==> config.mk <==
export PLATFORM = sky130hd
export DESIGN_NAME = dps_step
export DESIGN_NICKNAME = d
export VERILOG_FILES = /design/src/hw/rtl/dps_pkg.sv /design/src/hw/rtl/dps_step.sv
export SDC_FILE = /design/constraint.sdc
export NUM_CORES = 1
export LEC_CHECK = 0
export BUFFER_PORTS_ARGS = -buffer_cell sky130_fd_sc_hd__buf_2
export CAP_MARGIN = 20
export CORE_UTILIZATION = 30
export CTS_CLUSTER_SIZE = 40
export DETAILED_ROUTE_END_ITERATION = 8
export PLACE_DENSITY_LB_ADDON = 0.3
export SYNTH_ARGS = -nofsm -noshare
export SYNTH_HDL_FRONTEND = slang
export SYNTH_SLANG_ARGS = --single-unit
==> constraint.sdc <==
create_clock -name clk_i -period 2.8 [get_ports clk_i]
set_input_delay 0 -clock clk_i [delete_from_list [all_inputs] [get_ports clk_i]]
set_output_delay 0 -clock clk_i [all_outputs]
set_load 0.03 [all_outputs]
==> src/hw/rtl/dps_pkg.sv <==
// ----------------------------------------------------------------------------
// dps_pkg
// Shared types and constants of the DNA pattern scanner: word layouts,
// operation codes, base characters and the node entry of the automaton.
// ----------------------------------------------------------------------------
`default_nettype none

package dps_pkg;

  localparam int unsigned NODE_COUNT_DEF    = 1024;
  localparam int unsigned POSITION_BITS_DEF = 32;

  localparam int unsigned OP_W    = 2;
  localparam int unsigned NODE_W  = 10;
  localparam int unsigned PAT_W   = 8;
  localparam int unsigned DEPTH_W = 7;
  localparam int unsigned CHAR_W  = 8;
  localparam int unsigned START_W = 32;

  typedef enum logic [OP_W-1:0] {
    OP_LOAD  = 2'd0,
    OP_SCAN  = 2'd1,
    OP_START = 2'd2
  } op_e;

  localparam logic [CHAR_W-1:0] CHAR_A = 8'h41;
  localparam logic [CHAR_W-1:0] CHAR_C = 8'h43;
  localparam logic [CHAR_W-1:0] CHAR_G = 8'h47;
  localparam logic [CHAR_W-1:0] CHAR_T = 8'h54;

  typedef struct packed {
    logic [OP_W-1:0]    operation;
    logic [NODE_W-1:0]  node_index;
    logic [NODE_W-1:0]  next_on_a;
    logic [NODE_W-1:0]  next_on_c;
    logic [NODE_W-1:0]  next_on_g;
    logic [NODE_W-1:0]  next_on_t;
    logic               is_terminal;
    logic [PAT_W-1:0]   pattern_number;
    logic [DEPTH_W-1:0] match_depth;
    logic [CHAR_W-1:0]  base_char;
  } scan_in_t;

  typedef struct packed {
    logic               hit;
    logic [PAT_W-1:0]   hit_pattern;
    logic [START_W-1:0] hit_start;
  } scan_out_t;

  typedef struct packed {
    logic [NODE_W-1:0]  next_a;
    logic [NODE_W-1:0]  next_c;
    logic [NODE_W-1:0]  next_g;
    logic [NODE_W-1:0]  next_t;
    logic               term;
    logic [PAT_W-1:0]   pattern;
    logic [DEPTH_W-1:0] depth;
  } node_t;

  typedef struct packed {
    logic wr;
    logic rd;
    logic fwd;
  } mem_ctl_t;

endpackage

`default_nettype wire

==> src/hw/rtl/dps_step.sv <==
// ----------------------------------------------------------------------------
// dps_step
// Input stage: decodes each accepted word, picks the successor node from
// the current node entry, drives the node memory and keeps the position.
// ----------------------------------------------------------------------------
`default_nettype none

module dps_step
  import dps_pkg::*;
#(
  parameter int unsigned NODE_COUNT    = NODE_COUNT_DEF,
  parameter int unsigned POSITION_BITS = POSITION_BITS_DEF,
  parameter int unsigned AW            = $clog2(NODE_COUNT)
) (
  input  wire logic                     clk_i,
  input  wire logic                     rst_ni,
  input  wire logic                     in_fire_i,
  input  wire scan_in_t                 in_data_i,
  input  wire node_t                    node_i,
  output mem_ctl_t                      mem_ctl_o,
  output logic [AW-1:0]                 waddr_o,
  output node_t                         wdata_o,
  output logic [AW-1:0]                 raddr_o,
  output logic                          scan_o,
  output logic [POSITION_BITS-1:0]      pos_o
);

  logic [AW-1:0]            cur_q, cur_d;
  logic [POSITION_BITS-1:0] pos_q, pos_d;
  logic [NODE_W-1:0]        nxt_raw;
  logic [NODE_W-1:0]        nxt;
  logic                     is_load, is_scan, is_start, load_ok;

  always_comb begin
    is_load  = 1'b0;
    is_scan  = 1'b0;
    is_start = 1'b0;
    case (in_data_i.operation)
      OP_LOAD:  is_load  = in_fire_i;
      OP_SCAN:  is_scan  = in_fire_i;
      OP_START: is_start = in_fire_i;
      default: ;
    endcase
  end

  assign load_ok = is_load && (int'(in_data_i.node_index) < NODE_COUNT);

  always_comb begin
    case (in_data_i.base_char)
      CHAR_A:  nxt_raw = node_i.next_a;
      CHAR_C:  nxt_raw = node_i.next_c;
      CHAR_G:  nxt_raw = node_i.next_g;
      CHAR_T:  nxt_raw = node_i.next_t;
      default: nxt_raw = '0;
    endcase
    // successor outside the table goes to the root
    nxt = (int'(nxt_raw) < NODE_COUNT) ? nxt_raw : '0;
  end

  always_comb begin
    cur_d = cur_q;
    pos_d = pos_q;
    if (is_scan) begin
      cur_d = AW'(nxt);
      if (pos_q != '1) begin
        pos_d = pos_q + POSITION_BITS'(1);
      end
    end else if (is_start) begin
      cur_d = '0;
      pos_d = '0;
    end
  end

  always_ff @(posedge clk_i or negedge rst_ni) begin
    if (!rst_ni) begin
      cur_q <= '0;
      pos_q <= '0;
    end else begin
      cur_q <= cur_d;
      pos_q <= pos_d;
    end
  end

  assign mem_ctl_o.wr  = load_ok;
  assign mem_ctl_o.rd  = is_scan || is_start;
  assign mem_ctl_o.fwd = load_ok && (AW'(in_data_i.node_index) == cur_q);

  assign waddr_o = AW'(in_data_i.node_index);
  assign raddr_o = is_scan ? AW'(nxt) : '0;

  assign wdata_o.next_a  = in_data_i.next_on_a;
  assign wdata_o.next_c  = in_data_i.next_on_c;
  assign wdata_o.next_g  = in_data_i.next_on_g;
  assign wdata_o.next_t  = in_data_i.next_on_t;
  assign wdata_o.term    = in_data_i.is_terminal;
  assign wdata_o.pattern = in_data_i.pattern_number;
  assign wdata_o.depth   = in_data_i.match_depth;

  assign scan_o = is_scan;
  assign pos_o  = pos_q;

endmodule

`default_nettype wire

==> PnR_summary.wiki <==
{| class="wikitable"
! Metric !! Value
|-
| Final design utilization || 0.3500
|-
| Arrival time of the worst setup path || 2.69 ns
|-
| Setup slack on the worst flop-to-flop path || 0.33 ns
|-
| Worst-margin pin slew || 0.6780 ns
|-
| Unique masters post-synth || 44
|-
| Cts bufs inserted || 5
|-
| Port bufs || 118
|-
| Cell-by-cell listing of the critical path || ha_1, nand4_2, or3_1, or4b_1, or4b_1, o21ai_1
|-
| Max-cap check violation count || 0
|-
| DR vias || 2928
|-
| Layout Area Growth over Synthesis || 13.95%
|-
| Start point of the worst hold path || in_data_i[17]
|-
| Starting density of the core || 0.3072
|-
| Avg Cell Area, Syn || 8.625 um^2
|-
| Delay of the slowest cell on the worst path || 0.49 ns
|-
| Number of nets in the final layout || 560
|-
| Most numerous cell in the Yosys netlist || sky130_fd_sc_hd__buf_4
|-
| Total overflow reported by the global router || 0
|-
| DRC viols || 0
|-
| Total number of placement rows || 37
|-
| Vias in the first global route || 2821
|-
| Worst hold path endpoint || wdata_o[9]
|-
| Ant diodes || 0
|-
| Total power of the final layout || 1231 uW
|-
| PD cells || 342.2 nW/um^2
|-
| Post-CTS clock slew at the launch and capture registers of the worst setup and hold paths || 0.09 ns
|-
| Fmax || 0.4050 GHz
|-
| Post-Synthesis Net Count || 502
|-
| Area inside the core boundary || 10280 um^2
|-
| Critical path class || reg2reg
|-
| Clock latency on the worst-skew pair || 0.30 ns
|-
| Share of synthesized registers carrying an async set or reset || 1.000
|-
| Maximum buffer depth of the clock tree || 2
|-
| Setup_tns || 0 ns
|-
| Antenna violations before repair || 0
|-
| Number of enable flip-flop cells after synthesis || 0
|-
| CTS Sinks || 42
|-
| Final estimated routing congestion in global placement || 0.7914
|-
| Number of ports placed on the die boundary || 247
|-
| Top area cells in the synthesized netlist || sky130_fd_sc_hd__dfrtp_1 33%, sky130_fd_sc_hd__buf_4 16%, sky130_fd_sc_hd__o21ai_0 5.7%
|-
| Post-detailed-placement half-perimeter wirelength || 6.631 mm
|-
| Share of the clock period used by the worst path || 0.8819
|-
| Worst hold path depth || 0
|-
| Cell family with most CP delay || simple AND/OR/NAND/NOR gates
|-
| Global routing usage summed across all routing layers || 0.1565
|-
| RSZ-0062 raised after global routing || false
|-
| Most used flip-flop cell after synthesis || sky130_fd_sc_hd__dfrtp_1
|-
| Area post-placement || 3472 um^2
|-
| Most congested layer reported by global routing || met2
|-
| Hold Violations, Final || 0
|-
| TritonCTS clock tree || built
|-
| Height of the die || 104.6 um
|-
| Met2 usage in global routing || 0.2753
|-
| Peak supply drop || 0.0001577 V
|-
| Met1 global-route usage || 0.1790
|-
| Routed Antenna Nets || 0
|-
| Wire length per cell || 15.45 um
|-
| CP Launch Type || flop
|-
| Root buffer selected by CTS || sky130_fd_sc_hd__clkbuf_8
|-
| Launching point of the worst reg2reg path || pos_o[0]
|-
| Most prevalent standard cell on the critical path || sky130_fd_sc_hd__or4b_1
|-
| R2R cell count || 6
|-
| Global-route wire length before repair || 13.77 mm
|-
| Average vias per placed instance || 5.219
|-
| Slowest stage cell, crit path || sky130_fd_sc_hd__or4b_1
|-
| Final wirelength || 8.668 mm
|-
| Fin area || 3597 um^2
|-
| H-Tree Level Count || 2
|-
| Pins Over Slew Limit || 0
|-
| Crit-path max FO || 6
|-
| Most frequent cells after synthesis || 68 x sky130_fd_sc_hd__buf_4, 42 x sky130_fd_sc_hd__dfrtp_1, 36 x sky130_fd_sc_hd__o21ai_0
|-
| Cells after synthesis || 366
|-
| Total die area || 10940 um^2
|-
| Number of DRC markers in iteration 0 || 174
|-
| Setup violations, final || 0
|-
| Worst reg2reg path endpoint || pos_o[30]
|-
| Endpoint type of the worst setup path || flop
|-
| CP Buf/Inv Count || 0
|-
| Post-synthesis sequential area ratio || 0.3329
|-
| Area share of the largest cell type after synthesis || 0.3329
|-
| Layout Skew || 0.01298 ns
|-
| Pin count of the biggest net entering global routing || 43
|-
| Count of warnings emitted by yosys || 0
|-
| Cell area after technology mapping || 3157 um^2
|-
| Data required time of the worst path || 3.02 ns
|-
| Cell type with the largest total area after synthesis || sky130_fd_sc_hd__dfrtp_1
|-
| Class of the worst hold path || in2out
|-
| Pre-antenna DRT Iters || 4
|-
| Worst slew margin relative to its limit || 0.5466
|-
| Run status || complete, no violations
|-
| Global routing met3 resource utilization || 0.05490
|-
| Width of the chip || 104.6 um
|-
| Count of state elements after synthesis || 42
|-
| Post-CTS Setup Inserts || 0
|-
| Post-route minimum period || 2.469 ns
|-
| Total leakage power || 0.001755 uW
|-
| Fraction of layout instances using a drive strength above 1 || 0.3812
|}
[report_power, final]
group | total (uW) | switching, uW | internal (uW) | leakage [uW]
clock | 426 | 228 | 199 | 0.0000472
combinational | 190 | 111 | 78.5 | 0.00112
sequential | 615 | 5.27 | 610 | 0.000586
total | 1230 | 344 | 887 | 0.00175
[metrics by stage]
| step | hold WS (ns) | worst slack (ns) | std cells |
|---|---|---|---|
| 2_1_floorplan | -0.2956 | 0.2144 | 366 |
| 3_3_place_gp | 0.0002048 | 0.3779 | 551 |
| 3_5_place_dp | 0.0002048 | 0.3452 | 551 |
| 4_1_cts | 0.0002048 | 0.2988 | 560 |
| 5_1_grt | 0.00004536 | 0.1527 | 561 |
| 6_report | 0.00001320 | 0.3307 | 561 |
[worst max-delay path by stage]
stage                        start   endpoint  depth (start not counted)
final                     pos_o[0]  pos_o[30]                          6
after detailed placement  pos_o[0]  pos_o[30]                          6
after global placement    pos_o[0]  pos_o[30]                          6
after floorplan           pos_o[0]  pos_o[30]                          7
after global routing      pos_o[0]  pos_o[30]                          6
after CTS                 pos_o[0]  pos_o[30]                          6
[repair_timing]
| item | CTS | global route |
|---|---|---|
| hold buffers | 1 | 0 |
| gates resized for setup | 0 | 0 |
| endpoints found under the hold margin | 42 | 0 |
| endpoints found under the setup margin | 0 | 0 |
[cells in the final DEF, fill, tap and decap left out, types with 10 or more instances in the layout]
cell type | synthesis | layout
sky130_fd_sc_hd__buf_4 | 68 | 16
sky130_fd_sc_hd__nand4_1 | 14 | 14
sky130_fd_sc_hd__o21ai_0 | 36 | 36
sky130_fd_sc_hd__a222oi_1 | 10 | 10
sky130_fd_sc_hd__xnor2_1 | 10 | 10
sky130_fd_sc_hd__nor2_1 | 25 | 25
sky130_fd_sc_hd__a31oi_1 | 10 | 10
sky130_fd_sc_hd__dfrtp_1 | 42 | 42
sky130_fd_sc_hd__a21o_1 | 10 | 10
sky130_fd_sc_hd__nand3_1 | 16 | 16
sky130_fd_sc_hd__mux2_2 | 10 | 10
sky130_fd_sc_hd__a21oi_1 | 13 | 13
sky130_fd_sc_hd__nand2_1 | 14 | 14
sky130_fd_sc_hd__buf_2 | 2 | 118
[flip-flops by register name, indices dropped and copies added, names as in the netlist]
signal,count
cur_q,10
pos_o,32
[per-layer routing]
| layer | wire, um | share of wire |
|---|---|---|
| met1 | 3564 | 0.41 |
| met5 | 0 | 0 |
| met4 | 92 | 0.011 |
| met2 | 4231 | 0.49 |
| met3 | 779 | 0.090 |
[cell type report]
| class | instances | area (um^2) |
|---|---|---|
| sequential | 42 | 1051 |
| multi-input combinational | 231 | 1510 |
| clock buffer | 6 | 82.58 |
| timing repair buffer | 136 | 740.7 |
| fill | 1115 | 6680 |
| inverter | 8 | 30.03 |
| clock inverter | 2 | 12.51 |
| tap | 136 | 170.2 |
[kinds of logic after synthesis]
logic type | count (synthesis) | synth area share
buffers and inverters | 93 | 0.1922
DFF | 42 | 0.3329
and+or+nand+nor | 106 | 0.1895
AOI/OAI and AO/OA | 101 | 0.2089
adders and majority gates | 1 | 0.003963
muxes | 12 | 0.04201
xor gates and xnor gates | 11 | 0.03052
Note: power is estimated with default switching activity, not from simulation.
