--- config.mk ---
export PLATFORM = sky130hd
export DESIGN_NAME = dps_result
export DESIGN_NICKNAME = d
export VERILOG_FILES = /design/src/hw/rtl/dps_pkg.sv /design/src/hw/rtl/dps_result.sv
export SDC_FILE = /design/constraint.sdc
export NUM_CORES = 1
export LEC_CHECK = 0
export ABC_AREA = 1
export ABC_CLOCK_PERIOD_IN_PS = 4100
export BUFFER_PORTS_ARGS = -buffer_cell sky130_fd_sc_hd__buf_2
export CAP_MARGIN = 25
export CORE_ASPECT_RATIO = 1.1
export CORE_MARGIN = 5
export CORE_UTILIZATION = 54
export DETAILED_ROUTE_END_ITERATION = 10
export GPL_TIMING_DRIVEN = 0
export HOLD_SLACK_MARGIN = 0.06
export PLACE_DENSITY = 0.86
export SETUP_SLACK_MARGIN = 0.05
export SLEW_MARGIN = 0
export SYNTH_ARGS = -nofsm -noshare
export SYNTH_HDL_FRONTEND = slang
export SYNTH_SLANG_ARGS = --single-unit
export TNS_END_PERCENT = 50
--- constraint.sdc ---
create_clock -name clk_i -period 4.1 [get_ports clk_i]
set_input_delay 0.41 -clock clk_i [delete_from_list [all_inputs] [get_ports clk_i]]
set_output_delay 0.41 -clock clk_i [all_outputs]
set_load 0.05 [all_outputs]
--- src/hw/rtl/dps_pkg.sv ---
// ----------------------------------------------------------------------------
// dps_pkg
// Shared types and constants of the DNA pattern scanner: word layouts,
// operation codes, base characters and the node entry of the automaton.
// ----------------------------------------------------------------------------
`default_nettype none

package dps_pkg;

  localparam int unsigned NODE_COUNT_DEF    = 1024;
  localparam int unsigned POSITION_BITS_DEF = 32;

  localparam int unsigned OP_W    = 2;
  localparam int unsigned NODE_W  = 10;
  localparam int unsigned PAT_W   = 8;
  localparam int unsigned DEPTH_W = 7;
  localparam int unsigned CHAR_W  = 8;
  localparam int unsigned START_W = 32;

  typedef enum logic [OP_W-1:0] {
    OP_LOAD  = 2'd0,
    OP_SCAN  = 2'd1,
    OP_START = 2'd2
  } op_e;

  localparam logic [CHAR_W-1:0] CHAR_A = 8'h41;
  localparam logic [CHAR_W-1:0] CHAR_C = 8'h43;
  localparam logic [CHAR_W-1:0] CHAR_G = 8'h47;
  localparam logic [CHAR_W-1:0] CHAR_T = 8'h54;

  typedef struct packed {
    logic [OP_W-1:0]    operation;
    logic [NODE_W-1:0]  node_index;
    logic [NODE_W-1:0]  next_on_a;
    logic [NODE_W-1:0]  next_on_c;
    logic [NODE_W-1:0]  next_on_g;
    logic [NODE_W-1:0]  next_on_t;
    logic               is_terminal;
    logic [PAT_W-1:0]   pattern_number;
    logic [DEPTH_W-1:0] match_depth;
    logic [CHAR_W-1:0]  base_char;
  } scan_in_t;

  typedef struct packed {
    logic               hit;
    logic [PAT_W-1:0]   hit_pattern;
    logic [START_W-1:0] hit_start;
  } scan_out_t;

  typedef struct packed {
    logic [NODE_W-1:0]  next_a;
    logic [NODE_W-1:0]  next_c;
    logic [NODE_W-1:0]  next_g;
    logic [NODE_W-1:0]  next_t;
    logic               term;
    logic [PAT_W-1:0]   pattern;
    logic [DEPTH_W-1:0] depth;
  } node_t;

  typedef struct packed {
    logic wr;
    logic rd;
    logic fwd;
  } mem_ctl_t;

endpackage

`default_nettype wire

--- src/hw/rtl/dps_result.sv ---
// ----------------------------------------------------------------------------
// dps_result
// Result stage: forms hit, pattern and start position from the node just
// reached and holds the result word in the output register.
// ----------------------------------------------------------------------------
`default_nettype none

module dps_result
  import dps_pkg::*;
#(
  parameter int unsigned POSITION_BITS = POSITION_BITS_DEF
) (
  input  wire logic                     clk_i,
  input  wire logic                     rst_ni,
  input  wire logic                     scan_i,
  input  wire logic [POSITION_BITS-1:0] pos_i,
  input  wire node_t                    node_i,
  output logic                          free_o,
  output logic                          out_valid_o,
  input  wire logic                     out_ready_i,
  output scan_out_t                     out_data_o
);

  localparam int unsigned PW1 = POSITION_BITS + 1;

  logic                     pend_q, pend_d;
  logic [POSITION_BITS-1:0] pos_q;
  logic                     out_valid_q;
  scan_out_t                out_data_q, res;
  logic                     adv;
  logic [PW1-1:0]           pos_p1, dep, start_full;

  assign adv    = !out_valid_q || out_ready_i;
  assign free_o = !pend_q || adv;

  always_comb begin
    pos_p1     = {1'b0, pos_q} + PW1'(1);
    dep        = PW1'(node_i.depth);
    // depth beyond position plus one clamps to zero
    start_full = (dep > pos_p1) ? '0 : (pos_p1 - dep);
    res        = '0;
    if (node_i.term) begin
      res.hit         = 1'b1;
      res.hit_pattern = node_i.pattern;
      res.hit_start   = START_W'(start_full);
    end
  end

  always_comb begin
    pend_d = pend_q;
    if (scan_i) begin
      pend_d = 1'b1;
    end else if (adv) begin
      pend_d = 1'b0;
    end
  end

  always_ff @(posedge clk_i or negedge rst_ni) begin
    if (!rst_ni) begin
      pend_q      <= 1'b0;
      out_valid_q <= 1'b0;
    end else begin
      pend_q <= pend_d;
      if (adv) begin
        out_valid_q <= pend_q;
      end
    end
  end

  always_ff @(posedge clk_i) begin
    if (scan_i) begin
      pos_q <= pos_i;
    end
    if (adv && pend_q) begin
      out_data_q <= res;
    end
  end

  assign out_valid_o = out_valid_q;
  assign out_data_o  = out_data_q;

endmodule

`default_nettype wire

==> results of run 1 <==
==> power breakdown <==
part	switching (uW)	internal, uW	total (uW)
logic	372	155	527
registers	37.5	924	961
clock network	265	275	540
==> area by class of cell <==
| class | instances | share of cell area, % |
|---|---|---|
| Timing Repair Buffer | 96 | 8.46 |
| Clock buffer | 10 | 2.16 |
| Tap cell | 117 | 2.47 |
| Clock inverter | 5 | 0.930 |
| Sequential cell | 75 | 37.9 |
| Multi-Input combinational cell | 475 | 40.6 |
| Buffer | 5 | 1.06 |
| Inverter | 101 | 6.41 |
==> through the flow <==
stage	cells	area [um^2]
5_1_grt	884	5920
3_3_place_gp	867	5700
6_report	884	5920
4_1_cts	884	5920
3_5_place_dp	868	5720
2_1_floorplan	656	5080
==> cell usage in the layout, fill, tap and decap left out, types with 4 or more instances in the layout <==
| cell type | netlist | routed |
|---|---|---|
| xor2_1 | 15 | 15 |
| buf_2 | 0 | 94 |
| a21oi_1 | 9 | 9 |
| xnor2_1 | 5 | 5 |
| nor2_2 | 40 | 40 |
| nand3b_1 | 14 | 14 |
| ha_1 | 15 | 15 |
| nor2_4 | 8 | 9 |
| nand2_2 | 10 | 10 |
| inv_1 | 97 | 97 |
| nand2_1 | 221 | 221 |
| nand4_1 | 9 | 9 |
| clkbuf_8 | 0 | 9 |
| nor2_1 | 84 | 83 |
| inv_2 | 4 | 4 |
| edfxtp_1 | 73 | 73 |
| nand3_1 | 27 | 27 |
| o21ai_0 | 6 | 6 |
==> worst reg2reg max path: cells and delay by family (launching register included) <==
| kind | cells | cell delay [ns] |
|---|---|---|
| AO/OA/AOI/OAI | 4 | 0.69 |
| adder cells (fa/ha/maj) | 2 | 0.63 |
| buffers and inverters | 2 | 0.17 |
| flip-flops | 1 | 0.46 |
| AND/OR/NAND/NOR | 10 | 1.53 |
==> metal layers <==
metal | vias up | share of wire, %
met5 | - | 0
met4 | 0 | 3.5
met3 | 24 | 6.0
met2 | 133 | 49
met1 | 1925 | 42
li1 | 2254 | -
==> worst max path at each step <==
| stage | from | slack [ns] | end | cells past startpoint |
|---|---|---|---|---|
| after global routing | pos_q[0]$_DFFE_PP_ | 0.06 | out_data_o[29]$_SDFFCE_PP0P_ | 18 |
| after floorplan | pos_q[0]$_DFFE_PP_ | 0.99 | out_data_o[29]$_SDFFCE_PP0P_ | 18 |
| after detailed placement | pos_q[0]$_DFFE_PP_ | 0.51 | out_data_o[29]$_SDFFCE_PP0P_ | 18 |
| after CTS | pos_q[0]$_DFFE_PP_ | 0.48 | out_data_o[29]$_SDFFCE_PP0P_ | 18 |
| after global placement | pos_q[0]$_DFFE_PP_ | 0.61 | out_data_o[29]$_SDFFCE_PP0P_ | 18 |
| final | pos_q[0]$_DFFE_PP_ | 0.39 | out_data_o[29]$_SDFFCE_PP0P_ | 18 |
==> flip-flops by register name (all words and copies together) (netlist names) <==
signal,cells
pend_q,1
out_valid_o,1
pos_q,32
out_data_o,41
==> kinds of logic after synthesis <==
logic type	count (synthesis)
xor gates and xnor gates	20
buffers and inverters	106
DFF	75
adders and majority gates	16
and+or+nand+nor	422
AOI/OAI and AO/OA	17
==> results.md, run 1 <==
* # fillers at slightly above 800
* Clk sinks at 75
* H-tree levels at 3
* Synth Area in Simple Gates at 37.9%
* R2R setup slack at 0.39 ns
* Core area at 9260 um^2
* Layout cell share with drive strength beyond 1 at 23.3%
* # rows at 37
* Pwr per Cell Area at 343 nW/um^2
* Sequential standard cell area at 2240 um^2
* CTS Root Cell: clkbuf_8
* Clock skew at about 0.006 ns
* Initial antenna violation count at 0
* Largest net degree at the start of global routing at 40
* Via count of the routed design at 4336
* Post-synth ARST share at around 2.7%
* Worst setup margin at 0.389 ns
* Final core occ at between 60% and 70%
* TritonRoute pass-1 iters at 4
* Crit-path cells: ha_1, nand2_1, nor2_4, or2_2, o21ai_0, inv_1, ha_1, a21oi_1, o21bai_1, a21oi_1, nor2b_1, nand2_1, nor2_2, nand2_1, inv_1, nand3_1, nand2_1, nor2_2
* CP dominant cell by count: nand2_1
* Post-DRT Antenna Nets at 0
* GR peak layer: met2
* Drt wl/cell at 12.9 um
* Total chip power at 2030 uW
* First-pass GRT wire length at roughly 19 mm
* Largest area contributor in the netlist: edfxtp_1
* Die Wd at 102 um
* Synthesis Warnings at 0
* DRT iter0 DRCs at ~160
* GR Overflow Total at 0
* Syn_nets at ~760
* Post_cts resized at 0
* CP startpoint kind: flip-flop
* Grt met1 use at around 27%
* Final min period at 3.71 ns
* Synth cell count leaders: nand2_1, inv_1, nor2_1
* Starting Density at between 50% and 60%
* Hold WC Path Type: in2reg
* Worst Hold Path EP: pos_q[28]$_DFFE_PP_
* Reg2Reg Launch Point: pos_q[0]$_DFFE_PP_
* Die height at 112 um
* Worst skew pair latency at around 0.36 ns
* WP data required at around 4.2 ns
* Part of the cycle the worst path needs at 90.5%
* Number of global-route vias before repair at roughly 4300
* Worst-Margin Slew at 0.644 ns
* Critical-path top delay cell: edfxtp_1
* Synth Area in Compound Gates at under 10%
* Setup CP Type: reg2reg
* Top-count cell post-synth: nand2_1
* Vias per cell at 4.90
* Synthesized area at 5080 um^2
* Status: finished clean
* Fin. max-slew vios at 0
* RSZ-0062 raised after global routing: false
* Setup TNS at 0 ns
* Full die area at 11400 um^2
* Synth cell types at 30
* Critical Path AT at 3.84 ns
* WP buf/inv at 2
* P&R area growth vs syn at 16.5%
* Largest stage delay on the critical path at 0.46 ns
* Flops & latches, synth at 75
* Delay-heaviest family, CP: simple AND/OR/NAND/NOR gates
* Clk slew on worst S/H paths at 0.08 ns
* Sequential share of the synthesized area at 44.1%
* Longest Clk Path Bufs at 2
* M3 GR Usage at 2.51%
* R2R cell count at 18
* Fin nets at a little under 900
* CTS tree: done
* Hold WS at 0.217 ns
* CP endpoint kind: flip-flop
* GPL Wtd Cong at 0.860
* Synth Instances at 656
* Area share of the largest cell type after synthesis at 43.2%
* Post-Route WL at 11.4 mm
* Peak VDD IR at roughly 200 uV
* Worst Hold Path Cells at 1
* Hold Violations, Final at 0
* Antenna diodes at 0
* Num ports at ~140
* Post-synth top flop: edfxtp_1
* Mux contribution to synthesized area at 0%
* Synth Area in Adders at 4.09%
* Worst relative slew slack at 57.1%
* Hpwl dp at 9.51 mm
* Main combinational cell family by area after synthesis: simple AND/OR/NAND/NOR gates
* Final setup viols at 0
* Multi-input logic area at roughly 2400 um^2
* Xor/xnor share of the synthesized area at 3.45%
* Avg Cell Area, Syn at 7.74 um^2
* Setup bufs post-CTS at 0
* FMAX at 269 MHz
* Residual DRC count at 0
* Cts hold-fix bufs at 1
* Ranking of synthesized cells by area: edfxtp_1, nand2_1, inv_1
* Place WS at 0.513 ns
* Port bufs at 94
* Total CTS buffers at 9
* Met2 usage at about 36%
* Crit path max fanout at 6
* Pleak at 0.00288 uW
* Worst R2R End: out_data_o[29]$_SDFFCE_PP0P_
* Max Cap Viol at 0
* Post-synth EDFFs at 73
* Startpoint of the worst hold path: pos_i[28]
* Gr usage total at 21.4%
Power figures use the tool's default switching activity.
==> inputs of run 2 (changes only) <==
- CORE_ASPECT_RATIO: 1.1 -> not set
- CORE_MARGIN: 5 -> not set
==> results.md, run 2 (synthesis results as in run 1) <==
* DRT iter0 DRCs at 143 (was 161)
* Total CTS buffers at 9 (unchanged)
* Drt wl/cell at 12.6 um (was 12.9 um)
* Worst-Margin Slew at 0.653 ns (was 0.644 ns)
* Fin nets at 871 (unchanged)
* Worst setup margin at 0.467 ns (was 0.389 ns)
* Via count of the routed design at 4293 (was 4336)
* Layout cell share with drive strength beyond 1 at 23.7% (was 23.3%)
* Setup bufs post-CTS at 0 (unchanged)
* Initial antenna violation count at 0 (unchanged)
* Die height at 99.0 um (was 112 um)
* # rows at 35 (was 37)
* Final min period at 3.63 ns (was 3.71 ns)
* Commonest non-fill, non-tap cell in the layout: nand2_1 (unchanged)
* Seq pwr share at 43.9% (was 47.4%)
* Post-DRT Antenna Nets at 0 (unchanged)
* Setup CP Type: reg2reg (unchanged)
* Largest net degree at the start of global routing at 34 (was 40)
* Final setup viols at 0 (unchanged)
* H-tree levels at 3 (unchanged)
* GR Overflow Total at 0 (unchanged)
* CP startpoint kind: flip-flop (unchanged)
* Starting Density at 55.2% (was 54.9%)
* Most frequent cells in the layout: nand2_1, inv_1, buf_2 (unchanged)
* Worst relative slew slack at 56.5% (was 57.1%)
* First-pass GRT wire length at 18.1 mm (was 19.5 mm)
* Part of the cycle the worst path needs at 88.6% (was 90.5%)
* Pleak at 0.00292 uW (was 0.00288 uW)
* FMAX at 275 MHz (was 269 MHz)
* Worst R2R End: out_data_o[29]$_SDFFCE_PP0P_ (unchanged)
* Post-Route WL at 11.1 mm (was 11.4 mm)
* Critical Path AT at 3.75 ns (was 3.84 ns)
* CTS tree: done (unchanged)
* Port bufs at 94 (unchanged)
* Clock power share at 32.0% (was 26.6%)
* Place WS at 0.493 ns (was 0.513 ns)
* Die Wd at 99.0 um (was 102 um)
* TritonRoute pass-1 iters at 5 (was 4)
* Vias per cell at 4.88 (was 4.90)
* CTS Root Cell: clkbuf_8 (unchanged)
* Max FFs per register at 41 (unchanged)
* WP data required at 4.22 ns (was 4.23 ns)
* Cell-internal power at 1490 uW (was 1350 uW)
* Worst Hold Path EP: pos_q[4]$_DFFE_PP_ (was pos_q[28]$_DFFE_PP_)
* Hold Violations, Final at 0 (unchanged)
* Status: finished clean (unchanged)
* R2R cell count at 18 (unchanged)
* RSZ-0062 raised after global routing: false (unchanged)
* Worst Hold Path Cells at 1 (unchanged)
* CP endpoint kind: flip-flop (unchanged)
* Full die area at 9800 um^2 (was 11400 um^2)
* Fin. max-slew vios at 0 (unchanged)
* Startpoint of the worst hold path: pos_i[4] (was pos_i[28])
* Num ports at 135 (unchanged)
* Hold WC Path Type: in2reg (unchanged)
* Clk sinks at 75 (unchanged)
* Worst skew pair latency at 0.35 ns (was 0.36 ns)
* Combinational power share at 24.1% (was 26.0%)
* P&R area growth vs syn at 17.6% (was 16.5%)
* Gr usage total at 23.8% (was 21.4%)
* Hpwl dp at 9.19 mm (was 9.51 mm)
* Reg2Reg Launch Point: pos_q[0]$_DFFE_PP_ (unchanged)
* Psw at 701 uW (was 675 uW)
* Number of global-route vias before repair at 4007 (was 4272)
* GPL Wtd Cong at 0.854 (was 0.860)
* Sw Share at 32.0% (was 33.3%)
* Core area at 9200 um^2 (was 9260 um^2)
* R2R setup slack at 0.47 ns (was 0.39 ns)
* Clock skew at 0.0192 ns (was 0.00589 ns)
* Pwr per Cell Area at 367 nW/um^2 (was 343 nW/um^2)
* Crit path max fanout at 6 (unchanged)
* Longest Clk Path Bufs at 2 (unchanged)
* Peak VDD IR at 251 uV (was 201 uV)
* Clk slew on worst S/H paths at 0.09 ns (was 0.08 ns)
* Residual DRC count at 0 (unchanged)
* Antenna diodes at 0 (unchanged)
* Setup TNS at 0 ns (unchanged)
* Max Cap Viol at 0 (unchanged)
==> run 2: worst max path at each step <==
stage	endpoint	depth (start not counted)	slack, ns	start
after floorplan	out_data_o[29]$_SDFFCE_PP0P_	18	0.99	pos_q[0]$_DFFE_PP_
after global placement	out_data_o[29]$_SDFFCE_PP0P_	18	0.61	pos_q[0]$_DFFE_PP_
after detailed placement	out_data_o[29]$_SDFFCE_PP0P_	18	0.49	pos_q[0]$_DFFE_PP_
after CTS	out_data_o[29]$_SDFFCE_PP0P_	18	0.46	pos_q[0]$_DFFE_PP_
after global routing	out_data_o[29]$_SDFFCE_PP0P_	18	0.18	pos_q[0]$_DFFE_PP_
final	out_data_o[29]$_SDFFCE_PP0P_	18	0.47	pos_q[0]$_DFFE_PP_
==> run 2: critical path: stages (launching register included) <==
cell,delay (ns)
edfxtp_1,0.47
ha_1,0.27
nand2_1,0.15
nor2_4,0.06
or2_2,0.26
o21ai_0,0.13
inv_1,0.08
ha_1,0.37
a21oi_1,0.21
o21bai_1,0.10
a21oi_1,0.20
nor2b_1,0.28
nand2_1,0.16
nor2_2,0.29
nand2_1,0.11
inv_1,0.08
nand3_1,0.06
nand2_1,0.08
nor2_2,0.05
==> run 2: layout make-up <==
cell class                 instances  area [um^2]
buffer                             5         62.6
sequential                        75         2240
multi-input combinational        475         2400
clock buffer                       9          124
clock inverter                     7          121
timing repair buffer              96          500
inverter                         101          379
fill                             805         3220
tap                              111          139
==> run 2: repair_timing <==
action                                 in CTS  in global routing
hold buffers                                1                  0
gates resized for setup                     0                  0
endpoints found under the hold margin       2                  0
==> run 2: power groups by stage <==
stage	logic (uW)	clock network [uW]	registers [uW]
after floorplan	258	0	1110
after CTS	527	709	962
after detailed placement	525	0	979
final	527	700	962
after global routing	575	731	970
after global placement	507	0	979
==> run 2: metrics by stage <==
| stage | hold slack [ns] | cells | total power (uW) | instance area (um^2) | util (%) |
|---|---|---|---|---|---|
| 6_report | 0.229 | 879 | 2190 | 5970 | 64.9 |
| 3_5_place_dp | 0.197 | 862 | 1500 | 5720 | 62.2 |
| 3_3_place_gp | 0.194 | 861 | 1490 | 5690 | 61.9 |
| 4_1_cts | 0.214 | 879 | 2200 | 5970 | 64.9 |
| 2_1_floorplan | 0.114 | 656 | 1370 | 5080 | - |
| 5_1_grt | 0.217 | 879 | 2280 | 5970 | 64.9 |
==> run 2: per-layer routing <==
layer | GRT usage (%) | wire length (um) | vias to the layer above
met5 | 0 | 0 | -
met1 | 29.9 | 5140 | 1901
met4 | 7.69 | 197 | 0
li1 | - | - | 2258
met2 | 42.4 | 5300 | 119
met3 | 3.19 | 427 | 15
==> inputs of run 3 (changes only) <==
- CELL_PAD_IN_SITES_DETAIL_PLACEMENT: not set -> 0
- CELL_PAD_IN_SITES_GLOBAL_PLACEMENT: not set -> 1
- CORE_UTILIZATION: 54 -> 39
==> results.md, run 3 (synthesis results as in run 1) <==
* Worst-Margin Slew at 0.664 ns (was 0.653 ns)
* CP dominant cell by count: nand2_1 (unchanged)
* Worst setup margin at 0.471 ns (was 0.467 ns)
* Pleak at 0.00293 uW (was 0.00292 uW)
* Worst R2R End: out_data_o[29]$_SDFFCE_PP0P_ (unchanged)
* Total CTS buffers at 9 (unchanged)
* CP startpoint kind: flip-flop (unchanged)
* GPL Wtd Cong at 0.849 (was 0.854)
* Hold WC Path Type: in2reg (unchanged)
* Max Cap Viol at 0 (unchanged)
* R2R setup slack at 0.47 ns (about the same)
* Critical-path top delay cell: edfxtp_1 (unchanged)
* Fin. max-slew vios at 0 (unchanged)
* H-tree levels at 3 (unchanged)
* Peak VDD IR at 193 uV (was 251 uV)
* Via count of the routed design at 4196 (was 4293)
* Layout cell share with drive strength beyond 1 at 23.6% (was 23.7%)
* Setup TNS at 0 ns (unchanged)
* CTS tree: done (unchanged)
* Commonest non-fill, non-tap cell in the layout: nand2_1 (unchanged)
* Antenna diodes at 0 (unchanged)
* Vias per cell at 4.46 (was 4.88)
* Drt wl/cell at 12.0 um (was 12.6 um)
* Post-DRT Antenna Nets at 0 (unchanged)
* Place WS at 0.529 ns (was 0.493 ns)
* Hold WS at 0.232 ns (was 0.229 ns)
* Reg2Reg Launch Point: pos_q[0]$_DFFE_PP_ (unchanged)
* Full die area at 13500 um^2 (was 9800 um^2)
* Clk slew on worst S/H paths at 0.06 ns (was 0.09 ns)
* CP endpoint kind: flip-flop (unchanged)
* Most frequent cells in the layout: nand2_1, inv_1, buf_2 (unchanged)
* Part of the cycle the worst path needs at 88.5% (was 88.6%)
* Final min period at 3.63 ns (about the same)
* # fillers at 1296 (was 805)
* Hpwl dp at 9.37 mm (was 9.19 mm)
* Worst relative slew slack at 55.7% (was 56.5%)
* Setup bufs post-CTS at 0 (unchanged)
* Longest Clk Path Bufs at 2 (unchanged)
* Initial antenna violation count at 0 (unchanged)
* CTS Root Cell: clkbuf_16 (was clkbuf_8)
* R2R cell count at 18 (unchanged)
* WP data required at 4.20 ns (was 4.22 ns)
* Crit-path cells: ha_1, nand2_1, nor2_4, or2_2, o21ai_0, inv_1, ha_1, a21oi_1, o21bai_1, a21oi_1, nor2b_1, nand2_1, nor2_2, nand2_1, inv_1, nand3_1, nand2_1, nor2_2 (unchanged)
* Num ports at 135 (unchanged)
* Critical Path AT at 3.73 ns (was 3.75 ns)
* RSZ-0062 raised after global routing: false (unchanged)
* Status: finished clean (unchanged)
* Crit path max fanout at 6 (unchanged)
* Worst skew pair latency at 0.35 ns (about the same)
* Largest net degree at the start of global routing at 39 (was 34)
* Hold Violations, Final at 0 (unchanged)
* DRT iter0 DRCs at 138 (was 143)
* FMAX at 276 MHz (was 275 MHz)
* Number of global-route vias before repair at 3915 (was 4007)
* # rows at 41 (was 35)
* Starting Density at 40.1% (was 55.2%)
* Crit path from: pos_q[0]$_DFFE_PP_ (unchanged)
* Setup CP Type: reg2reg (unchanged)
* Port bufs at 94 (unchanged)
* Die height at 116 um (was 99.0 um)
* Max FFs per register at 41 (unchanged)
* GR Overflow Total at 0 (unchanged)
* Die Wd at 116 um (was 99.0 um)
* P&R area growth vs syn at 20.0% (was 17.6%)
* Pwr per Cell Area at 373 nW/um^2 (was 367 nW/um^2)
* Clk sinks at 75 (unchanged)
* Largest stage delay on the critical path at 0.45 ns (was 0.47 ns)
* Core area at 12700 um^2 (was 9200 um^2)
* TritonRoute pass-1 iters at 4 (was 5)
* Post-Route WL at 11.2 mm (was 11.1 mm)
* Setup crit end: out_data_o[29]$_SDFFCE_PP0P_ (unchanged)
* Final setup viols at 0 (unchanged)
* Fin nets at 871 (unchanged)
* Residual DRC count at 0 (unchanged)
* Gr usage total at 18.1% (was 23.8%)
* Clock skew at 0.00886 ns (was 0.0192 ns)
* First-pass GRT wire length at 18.4 mm (was 18.1 mm)
-- run 3: final cells by class --
| class | count | area (um^2) | area share (%) |
|---|---|---|---|
| clock buffer | 10 | 229 | 3.76 |
| multi-input combinational | 475 | 2400 | 39.4 |
| tap | 172 | 215 | 3.53 |
| sequential | 75 | 2240 | 36.8 |
| clock inverter | 6 | 65.1 | 1.07 |
| buffer | 5 | 62.6 | 1.03 |
| inverter | 101 | 379 | 6.22 |
| timing repair buffer | 96 | 500 | 8.21 |
-- run 3: repair_timing --
action,CTS,global route
endpoints found under the setup margin,0,0
endpoints found under the hold margin,2,0
gates resized for setup,0,0
hold buffers,1,0
-- run 3: worst min path at each step --
stage | cells past startpoint | to | slack, ns | start
finish | 1 | pos_q[4]$_DFFE_PP_ | 0.23 | pos_i[4]
global route | 1 | pos_q[4]$_DFFE_PP_ | 0.23 | pos_i[4]
CTS | 1 | pos_q[4]$_DFFE_PP_ | 0.22 | pos_i[4]
detailed placement | 1 | pend_q$_DFFE_PN0P_ | 0.20 | rst_ni
global placement | 1 | out_valid_o$_DFFE_PN0N_ | 0.19 | rst_ni
floorplan | 0 | out_valid_o$_DFFE_PN0N_ | 0.11 | rst_ni
-- run 3: power by group --
| part | switching (uW) | leakage [uW] | internal (uW) |
|---|---|---|---|
| Clock | 314 | 0.000143 | 472 |
| Sequential | 37.3 | 0.000740 | 925 |
| Combinational | 370 | 0.00205 | 155 |
-- run 3: critical path, delay by kind of cell (launching register included) --
family	cells	cell delay [ns]
AO/OA/AOI/OAI	4	0.63
adder cells (fa/ha/maj)	2	0.63
buffers and inverters	2	0.17
flip-flops	1	0.45
AND/OR/NAND/NOR	10	1.49
-- run 3: stage by stage --
| step | cell area, um^2 | instances | total power, uW | utilization, % |
|---|---|---|---|---|
| 4_1_cts | 6100 | 940 | 2300 | 48.1 |
| 6_report | 6100 | 940 | 2270 | 48.1 |
| 2_1_floorplan | 5080 | 656 | 1370 | - |
| 3_3_place_gp | 5770 | 922 | 1490 | 45.5 |
| 5_1_grt | 6100 | 940 | 2380 | 48.1 |
| 3_5_place_dp | 5790 | 923 | 1510 | 45.7 |
-- run 3: layer usage --
metal / track usage (%) / wire length [um] / up-vias
li1: - / - / 2252
met2: 29.3 / 5030 / 95
met1: 24.1 / 5500 / 1832
met5: 0 / 0 / -
met4: 8.03 / 265 / 0
met3: 2.91 / 452 / 17
